**config.mk**
```make
export PLATFORM = sky130hd
export DESIGN_NAME = line_profile_histogram_top_flat
export DESIGN_NICKNAME = d
export VERILOG_FILES = /design/src/sv/lhist_pkg.sv /design/src/sv/lhist_in_if.sv /design/src/sv/lhist_out_if.sv /design/src/sv/line_profile_histogram_top.sv /design/src/flat_wrapper.sv
export SDC_FILE = /design/constraint.sdc
export NUM_CORES = 2
export LEC_CHECK = 0
export BUFFER_PORTS_ARGS = -buffer_cell sky130_fd_sc_hd__buf_2
export CAP_MARGIN = 20
export CELL_PAD_IN_SITES_DETAIL_PLACEMENT = 0
export CELL_PAD_IN_SITES_GLOBAL_PLACEMENT = 1
export CORE_MARGIN = 1
export CORE_UTILIZATION = 48
export CTS_CLUSTER_DIAMETER = 200
export DETAILED_ROUTE_END_ITERATION = 10
export HOLD_SLACK_MARGIN = 0.02
export PLACE_DENSITY = 0.75
export SETUP_SLACK_MARGIN = 0.05
export SYNTH_ARGS = -nofsm -noshare
export SYNTH_HDL_FRONTEND = slang
export SYNTH_SLANG_ARGS = --single-unit
export TNS_END_PERCENT = 1
```
**constraint.sdc**
```tcl
create_clock -name clk -period 15.5 [get_ports clk]
set_clock_uncertainty 0.05 [all_clocks]
set_input_delay 3.1 -clock clk [delete_from_list [all_inputs] [get_ports clk]]
set_output_delay 3.1 -clock clk [all_outputs]
set_load 0.01 [all_outputs]
```
**src/sv/lhist_pkg.sv**
```systemverilog
// Shared constants and types of the line profile histogram.
package lhist_pkg;

    localparam int BIN_COUNT     = 256;
    localparam int BIN_W         = $clog2(BIN_COUNT);
    localparam int COUNT_W       = 13;
    localparam int COUNT_LIMIT   = 4096;
    localparam int MAX_DIMENSION = 4096;
    localparam int POS_W         = $clog2(MAX_DIMENSION);
    localparam int WIDTH_W       = POS_W + 1;
    localparam int CFG_IDX_W     = 2;
    localparam int CFG_DATA_W    = 13;

    localparam logic [WIDTH_W-1:0] WIDTH_RESET = WIDTH_W'(256);

    typedef enum logic [CFG_IDX_W-1:0] {
        REG_SELECT_ROW  = 2'd0,
        REG_LINE_INDEX  = 2'd1,
        REG_IMAGE_WIDTH = 2'd2
    } cfg_reg_t;

    typedef enum logic {
        KIND_PIXEL = 1'b0,
        KIND_READ  = 1'b1
    } item_kind_t;

endpackage

```
**src/sv/lhist_in_if.sv**
```systemverilog
// Input channel carrying pixel and read items.
interface lhist_in_if;
    import lhist_pkg::*;

    logic             valid;
    logic             ready;
    logic             kind;
    logic [7:0]       pixel_value;
    logic             start_of_image;
    logic [BIN_W-1:0] bin_index;

    modport source (output valid, output kind, output pixel_value,
                    output start_of_image, output bin_index, input ready);
    modport sink   (input valid, input kind, input pixel_value,
                    input start_of_image, input bin_index, output ready);
endinterface

```
**src/sv/lhist_out_if.sv**
```systemverilog
// Output channel carrying bin counts.
interface lhist_out_if;
    import lhist_pkg::*;

    logic               valid;
    logic               ready;
    logic [BIN_W-1:0]   bin_number;
    logic [COUNT_W-1:0] bin_count;

    modport source (output valid, output bin_number, output bin_count, input ready);
    modport sink   (input valid, input bin_number, input bin_count, output ready);
endinterface

```
**src/sv/line_profile_histogram_top.sv**
```systemverilog
// Line profile histogram: counts pixel intensities of one row or column in a bin memory.
// The block takes one item per clock unless the input is held. The bin memory is read at the
// edge that takes an item, and the update and write-back follow in the next stage; a write to
// the same bin in the cycle of a read is forwarded. Read results pass from the first-stage
// registers into an output register and wait there; only a read item meeting a full, stalled
// output register holds the input, so pixel items keep flowing while a result waits. Bins are
// cleared at reset by per-bin valid flags, so no clearing pass is needed; a read clears its bin.
module line_profile_histogram_top (
    input  logic                           clk,
    input  logic                           rst_n,
    input  logic                           cfg_write,
    input  logic [lhist_pkg::CFG_IDX_W-1:0]  cfg_index,
    input  logic [lhist_pkg::CFG_DATA_W-1:0] cfg_data,
    lhist_in_if.sink                       pixel_in,
    lhist_out_if.source                    result_out
);
    import lhist_pkg::*;

    logic               select_row_reg;
    logic [POS_W-1:0]   line_index_reg;
    logic [WIDTH_W-1:0] image_width_reg;

    logic [POS_W-1:0]   col_reg, col_next;
    logic [POS_W-1:0]   row_reg, row_next;

    logic               s1_valid_reg;
    logic               s1_read_reg;
    logic               s1_hit_reg;
    logic [BIN_W-1:0]   s1_addr_reg;

    logic [COUNT_W-1:0] bin_mem [BIN_COUNT];
    logic [BIN_COUNT-1:0] bin_valid_reg;
    logic [COUNT_W-1:0] mem_q_reg;

    logic               last_we_reg;
    logic [BIN_W-1:0]   last_addr_reg;
    logic [COUNT_W-1:0] last_data_reg;

    logic               out_valid_reg;
    logic [BIN_W-1:0]   out_bin_reg;
    logic [COUNT_W-1:0] out_count_reg;

    logic               advance;
    logic               accept;
    logic               accept_pixel;
    logic [POS_W-1:0]   cur_col;
    logic [POS_W-1:0]   cur_row;
    logic               hit;
    logic [WIDTH_W-1:0] eff_width;
    logic [COUNT_W-1:0] old_count;
    logic               wr_en;
    logic [COUNT_W-1:0] wr_data;

    assign advance      = !(s1_valid_reg && s1_read_reg && out_valid_reg && !result_out.ready);
    assign pixel_in.ready = advance;
    assign accept       = pixel_in.valid && advance;
    assign accept_pixel = accept && (pixel_in.kind == KIND_PIXEL);

    always_comb
    begin
        if (image_width_reg == '0)
        begin
            eff_width = WIDTH_W'(1);
        end
        else if (image_width_reg > WIDTH_W'(MAX_DIMENSION))
        begin
            eff_width = WIDTH_W'(MAX_DIMENSION);
        end
        else
        begin
            eff_width = image_width_reg;
        end

        cur_col = pixel_in.start_of_image ? '0 : col_reg;
        cur_row = pixel_in.start_of_image ? '0 : row_reg;
        hit = select_row_reg ? (cur_row == line_index_reg) : (cur_col == line_index_reg);

        col_next = col_reg;
        row_next = row_reg;
        if (accept_pixel)
        begin
            if ({1'b0, cur_col} + WIDTH_W'(1) >= eff_width)
            begin
                col_next = '0;
                row_next = cur_row + POS_W'(1);
            end
            else
            begin
                col_next = cur_col + POS_W'(1);
                row_next = cur_row;
            end
        end
    end

    always_ff @(posedge clk or negedge rst_n)
    begin
        if (!rst_n)
        begin
            select_row_reg  <= 1'b1;
            line_index_reg  <= '0;
            image_width_reg <= WIDTH_RESET;
        end
        else if (cfg_write)
        begin
            case (cfg_index)
                REG_SELECT_ROW:  select_row_reg  <= cfg_data[0];
                REG_LINE_INDEX:  line_index_reg  <= cfg_data[POS_W-1:0];
                REG_IMAGE_WIDTH: image_width_reg <= cfg_data[WIDTH_W-1:0];
                default:         ;
            endcase
        end
    end

    always_ff @(posedge clk or negedge rst_n)
    begin
        if (!rst_n)
        begin
            col_reg <= '0;
            row_reg <= '0;
        end
        else
        begin
            col_reg <= col_next;
            row_reg <= row_next;
        end
    end

    always_ff @(posedge clk or negedge rst_n)
    begin
        if (!rst_n)
        begin
            s1_valid_reg <= 1'b0;
        end
        else if (advance)
        begin
            s1_valid_reg <= pixel_in.valid;
        end
    end

    always_ff @(posedge clk)
    begin
        if (advance)
        begin
            s1_read_reg <= (pixel_in.kind == KIND_READ);
            s1_hit_reg  <= hit;
            s1_addr_reg <= (pixel_in.kind == KIND_READ) ? pixel_in.bin_index
                                                        : pixel_in.pixel_value;
        end
    end

    always_ff @(posedge clk)
    begin
        if (advance)
        begin
            mem_q_reg <= bin_mem[(pixel_in.kind == KIND_READ) ? pixel_in.bin_index
                                                              : pixel_in.pixel_value];
        end
    end

    always_comb
    begin
        if (last_we_reg && (last_addr_reg == s1_addr_reg))
        begin
            old_count = last_data_reg;
        end
        else if (bin_valid_reg[s1_addr_reg])
        begin
            old_count = mem_q_reg;
        end
        else
        begin
            old_count = '0;
        end

        wr_en   = 1'b0;
        wr_data = '0;
        if (s1_valid_reg && advance)
        begin
            if (s1_read_reg)
            begin
                wr_en = 1'b1;
            end
            else if (s1_hit_reg && (old_count < COUNT_W'(COUNT_LIMIT)))
            begin
                wr_en   = 1'b1;
                wr_data = old_count + COUNT_W'(1);
            end
        end
    end

    always_ff @(posedge clk)
    begin
        if (wr_en)
        begin
            bin_mem[s1_addr_reg] <= wr_data;
        end
    end

    always_ff @(posedge clk or negedge rst_n)
    begin
        if (!rst_n)
        begin
            bin_valid_reg <= '0;
            last_we_reg   <= 1'b0;
        end
        else
        begin
            if (wr_en)
            begin
                bin_valid_reg[s1_addr_reg] <= 1'b1;
            end
            if (advance)
            begin
                last_we_reg <= wr_en;
            end
        end
    end

    always_ff @(posedge clk)
    begin
        if (advance)
        begin
            last_addr_reg <= s1_addr_reg;
            last_data_reg <= wr_data;
        end
    end

    always_ff @(posedge clk or negedge rst_n)
    begin
        if (!rst_n)
        begin
            out_valid_reg <= 1'b0;
        end
        else if (s1_valid_reg && s1_read_reg && advance)
        begin
            out_valid_reg <= 1'b1;
        end
        else if (result_out.ready)
        begin
            out_valid_reg <= 1'b0;
        end
    end

    always_ff @(posedge clk)
    begin
        if (s1_valid_reg && s1_read_reg && advance)
        begin
            out_bin_reg   <= s1_addr_reg;
            out_count_reg <= old_count;
        end
    end

    assign result_out.valid      = out_valid_reg;
    assign result_out.bin_number = out_bin_reg;
    assign result_out.bin_count  = out_count_reg;

endmodule

```
**src/flat_wrapper.sv**
```systemverilog
// flat-port wrapper written by rule: the top's interface ports become plain ports
module line_profile_histogram_top_flat import lhist_pkg::*;
  (clk, rst_n, cfg_write, cfg_index, cfg_data, pixel_in_valid, pixel_in_kind, pixel_in_pixel_value, pixel_in_start_of_image, pixel_in_bin_index, pixel_in_ready, result_out_valid, result_out_bin_number, result_out_bin_count, result_out_ready);
  lhist_in_if pixel_in_i ();
  lhist_out_if result_out_i ();
  input  logic clk;
  input  logic rst_n;
  input  logic cfg_write;
  input  logic [lhist_pkg::CFG_IDX_W-1:0] cfg_index;
  input  logic [lhist_pkg::CFG_DATA_W-1:0] cfg_data;
  input wire logic [$bits(pixel_in_i.valid)-1:0] pixel_in_valid;
  input wire logic [$bits(pixel_in_i.kind)-1:0] pixel_in_kind;
  input wire logic [$bits(pixel_in_i.pixel_value)-1:0] pixel_in_pixel_value;
  input wire logic [$bits(pixel_in_i.start_of_image)-1:0] pixel_in_start_of_image;
  input wire logic [$bits(pixel_in_i.bin_index)-1:0] pixel_in_bin_index;
  output wire logic [$bits(pixel_in_i.ready)-1:0] pixel_in_ready;
  output wire logic [$bits(result_out_i.valid)-1:0] result_out_valid;
  output wire logic [$bits(result_out_i.bin_number)-1:0] result_out_bin_number;
  output wire logic [$bits(result_out_i.bin_count)-1:0] result_out_bin_count;
  input wire logic [$bits(result_out_i.ready)-1:0] result_out_ready;
  assign pixel_in_i.valid = pixel_in_valid;
  assign pixel_in_i.kind = pixel_in_kind;
  assign pixel_in_i.pixel_value = pixel_in_pixel_value;
  assign pixel_in_i.start_of_image = pixel_in_start_of_image;
  assign pixel_in_i.bin_index = pixel_in_bin_index;
  assign pixel_in_ready = pixel_in_i.ready;
  assign result_out_valid = result_out_i.valid;
  assign result_out_bin_number = result_out_i.bin_number;
  assign result_out_bin_count = result_out_i.bin_count;
  assign result_out_i.ready = result_out_ready;
  line_profile_histogram_top u_core (.clk(clk), .rst_n(rst_n), .cfg_write(cfg_write), .cfg_index(cfg_index), .cfg_data(cfg_data), .pixel_in(pixel_in_i), .result_out(result_out_i));
endmodule
```
==> flow_metrics.env <==
export IMPL_timing_max_transition_violations_final=0
export IMPL_clkLatencyLatePin_ps=970
export IMPL_power_static_leakage_uw=0.0584
export IMPL_route_detailed_drc=0
export IMPL_final_cell_mix="3418 x nand2_1, 3393 x edfxtp_1, 1696 x nand3_1"
export IMPL_wl_per_cell_um=28.2
export IMPL_ctsRootBufferMaster="clkbuf_16"
export IMPL_worst_pin_slew_ps=1370
export IMPL_p_comb_frac=0.082
export IMPL_worst_setup_ep="u_core.mem_q_reg[3]"
export IMPL_design_core_area_sq_um=309000
export IMPL_timing_hold_violations_final=0
export IMPL_multi_input_area_sq_um=38500
export IMPL_rr_endpoint="u_core.bin_mem[85][6]"
export IMPL_r2r_setup_slack_ps=7200
export IMPL_max_slew_margin=0.0882
export IMPL_power_density_nw_per_um2=130
export IMPL_count_of_flip_flops_with_a_built_in_enable_after_synthesis=3393
export IMPL_num_io_pins=61
export IMPL_place_hpwl_um=256000
export IMPL_dieArea_sq_um=314000
export IMPL_relative_area_change_from_synthesis_to_final_layout_pct=13.6
export IMPL_worst_setup_path_startpoint="pixel_in_kind"
export IMPL_cap_violations=0
export IMPL_synth_top_cell_by_area="edfxtp_1"
export IMPL_crit_path_top_delay_cell="a311oi_1"
export IMPL_timing_worst_setup_path_type="input pin to flop"
export IMPL_finalWeightedCongestion=0.873
export IMPL_clock_edge_transition_at_the_registers_on_the_reported_setup_and_hold_paths_ps=60
export IMPL_outcome="completed"
export IMPL_clockBufferDepth=4
export IMPL_async_flop_share=0.0835
export IMPL_worstPathMaxFanout=177
export IMPL_largest_register_ff_count=3328
export IMPL_seqCellArea_sq_um=110000
export IMPL_die_height_um=560
export IMPL_drt_wl_total_um=456000
export IMPL_drtPass1Iterations=8
export IMPL_cp_required_ps=16270
export IMPL_vias=99700
export IMPL_grt_first_pass_wirelength_um=660000
export IMPL_fraction_of_final_layout_cells_with_drive_strength_greater_than_1=0.126
export IMPL_route_detailed_vias_per_inst=6.17
export IMPL_yosys_top_cells_area="edfxtp_1 68%, nand2_1 8.6%, nand3_1 5.7%"
export IMPL_number_of_global_route_vias_before_repair=93700
export IMPL_p_int_uw=16700
export IMPL_netSwitchingPower_uw=5370
export IMPL_power_clock_fraction=0.424
export IMPL_synth_warnings=0
export IMPL_max_h_tree_level=5
export IMPL_grt_overflow_total=0
export IMPL_vdd_ir_drop_worst_mv=0.0988
export IMPL_rows=204
export IMPL_yosysSeqAreaShare=0.733
export IMPL_grt_setup_unrepaired="no"
export IMPL_synth_area_sq_um=149000
export IMPL_post_synth_cell_area_avg_sq_um=12.7
export IMPL_yosysTopAreaCellShare=0.682
export IMPL_ant_nets=0
export IMPL_initial_core_util=0.483
export IMPL_layout_worst_path_cycle_share=0.580
export IMPL_crit_reg2reg_launch="u_core.s1_addr_reg[1]"
export IMPL_mostFrequentLayoutCell="nand2_1"
export IMPL_layout_nets=11800
export IMPL_die_wd_um=560
export IMPL_port_buffer_count=60
export IMPL_post_route_min_period_ps=8990
export IMPL_detail_route_iter0_violations=13800
export IMPL_power_share_switching=0.243
export IMPL_post_synth_num_cell_types=66
export IMPL_final_setup_viol_count=0
export IMPL_fmax_mhz=111
export IMPL_min_path_type="flop to flop"
export IMPL_ys_dominant_reg_cell="edfxtp_1"
export IMPL_post_cts_resized_instances=0
export IMPL_number_of_clock_buffers_inserted_by_tritoncts=377
export IMPL_grt_max_degree=209
export IMPL_cts_hold_buf=0
export IMPL_tns_ps=0
export IMPL_worst_r2r_path_depth=19
export IMPL_cts_tree="yes"
export IMPL_syn_instance_count=11800
export IMPL_antenna_found_initial=22
export IMPL_grt_total_usage=0.285
export IMPL_cp_max_stage_delay_ps=880
export IMPL_cts_setup_buffers=0
export IMPL_finalCoreUtilization=0.549
export IMPL_worst_setup_path_end_kind="flop"
export IMPL_synthesis_nets=11800
export IMPL_setup_worst_path_start_class="input pin"
export IMPL_filler_cell_count=25000
export IMPL_critical_path_arrival_ps=9760
export IMPL_ys_seq_elements=3702
export IMPL_crit_chain="buf_2 > buf_4 > mux2i_4 > inv_8 > buf_12 > buf_12 > buf_12 > nand2_1 > and3_1 > a311oi_1 > a311oi_1 > a311oi_1 > nor3_1 > a21oi_1 > a22o_1 > or3_1"
export IMPL_seqPwrFrac=0.493
export IMPL_clock_sinks=3702
-- cells in the mapped netlist (41+ instances only) --
master,instances
edfxtp_1,3393
dfrtp_1,307
nor3_1,271
mux2i_1,117
a21oi_1,99
nand2_1,3428
buf_2,47
nor2_1,89
o21bai_1,47
buf_1,136
a311oi_1,573
a22oi_1,41
and3_1,221
or2_2,206
nand3_1,1703
a31oi_1,63
clkbuf_1,660
-- power by group through the flow --
stage | logic [uW] | clock network [uW] | registers, uW
2_1_floorplan | 1060 | 0 | 11100
3_3_place_gp | 1750 | 0 | 11100
3_5_place_dp | 1780 | 0 | 11100
4_1_cts | 1780 | 9450 | 10900
5_1_grt | 1920 | 9820 | 10900
6_report | 1820 | 9370 | 10900
-- stage by stage --
step                setup WS [ps]  hold WS (ps)  instance area (sq um)  std cells  power [uW]
finish                       6510           414                 170000      16200       22100
global route                 6330           421                 170000      16200       22600
CTS                          6850           418                 169000      16100       22100
detailed placement           5810           403                 157000      15400       12900
global placement             5340           396                 156000      15400       12800
floorplan                    67.5           373                 149000      11800       12100
-- cell type report --
cell class                      count  area share
Sequential cell                  3702       0.645
Multi-Input combinational cell   7197       0.227
Inverter                           18    0.000545
Timing Repair Buffer              402      0.0214
Antenna cell                       10    0.000147
Clock buffer                      484      0.0603
Clock inverter                    224      0.0149
Tap cell                         4120      0.0304
-- metal layers --
layer,GRT usage,wire length [um],up-vias
met5,0,103,-
met2,0.432,206000,5382
met4,0.103,17400,16
met3,0.0644,48600,807
li1,-,-,43200
met1,0.405,184000,50400
-- worst max-delay path, delay by kind of cell --
family	cells	cell delay, ps
buffers and inverters	6	2710
AOI/OAI and AO/OA	5	2580
and+or+nand+nor	4	570
muxes	1	180
-- worst min path at each step --
stage,endpoint,startpoint,cells after the start
final,u_core.bin_valid_reg[177],u_core.bin_valid_reg[177],1
after CTS,u_core.bin_valid_reg[177],u_core.bin_valid_reg[177],1
after global routing,u_core.bin_valid_reg[171],u_core.bin_valid_reg[171],1
after floorplan,u_core.bin_valid_reg[179],u_core.bin_valid_reg[179],1
after global placement,u_core.bin_valid_reg[50],u_core.bin_valid_reg[50],1
after detailed placement,u_core.bin_valid_reg[181],u_core.bin_valid_reg[181],1
-- kinds of logic after synthesis --
| logic type | synth area share |
|---|---|
| AND/OR/NAND/NOR | 0.178 |
| flip-flops | 0.733 |
| AO/OA/AOI/OAI | 0.0501 |
| buffers and inverters | 0.0223 |
| multiplexers | 0.0127 |
| XOR/XNOR | 0.00211 |
| adder cells (fa/ha/maj) | 0.00134 |
No activity file was read; power rests on OpenSTA's default activity.
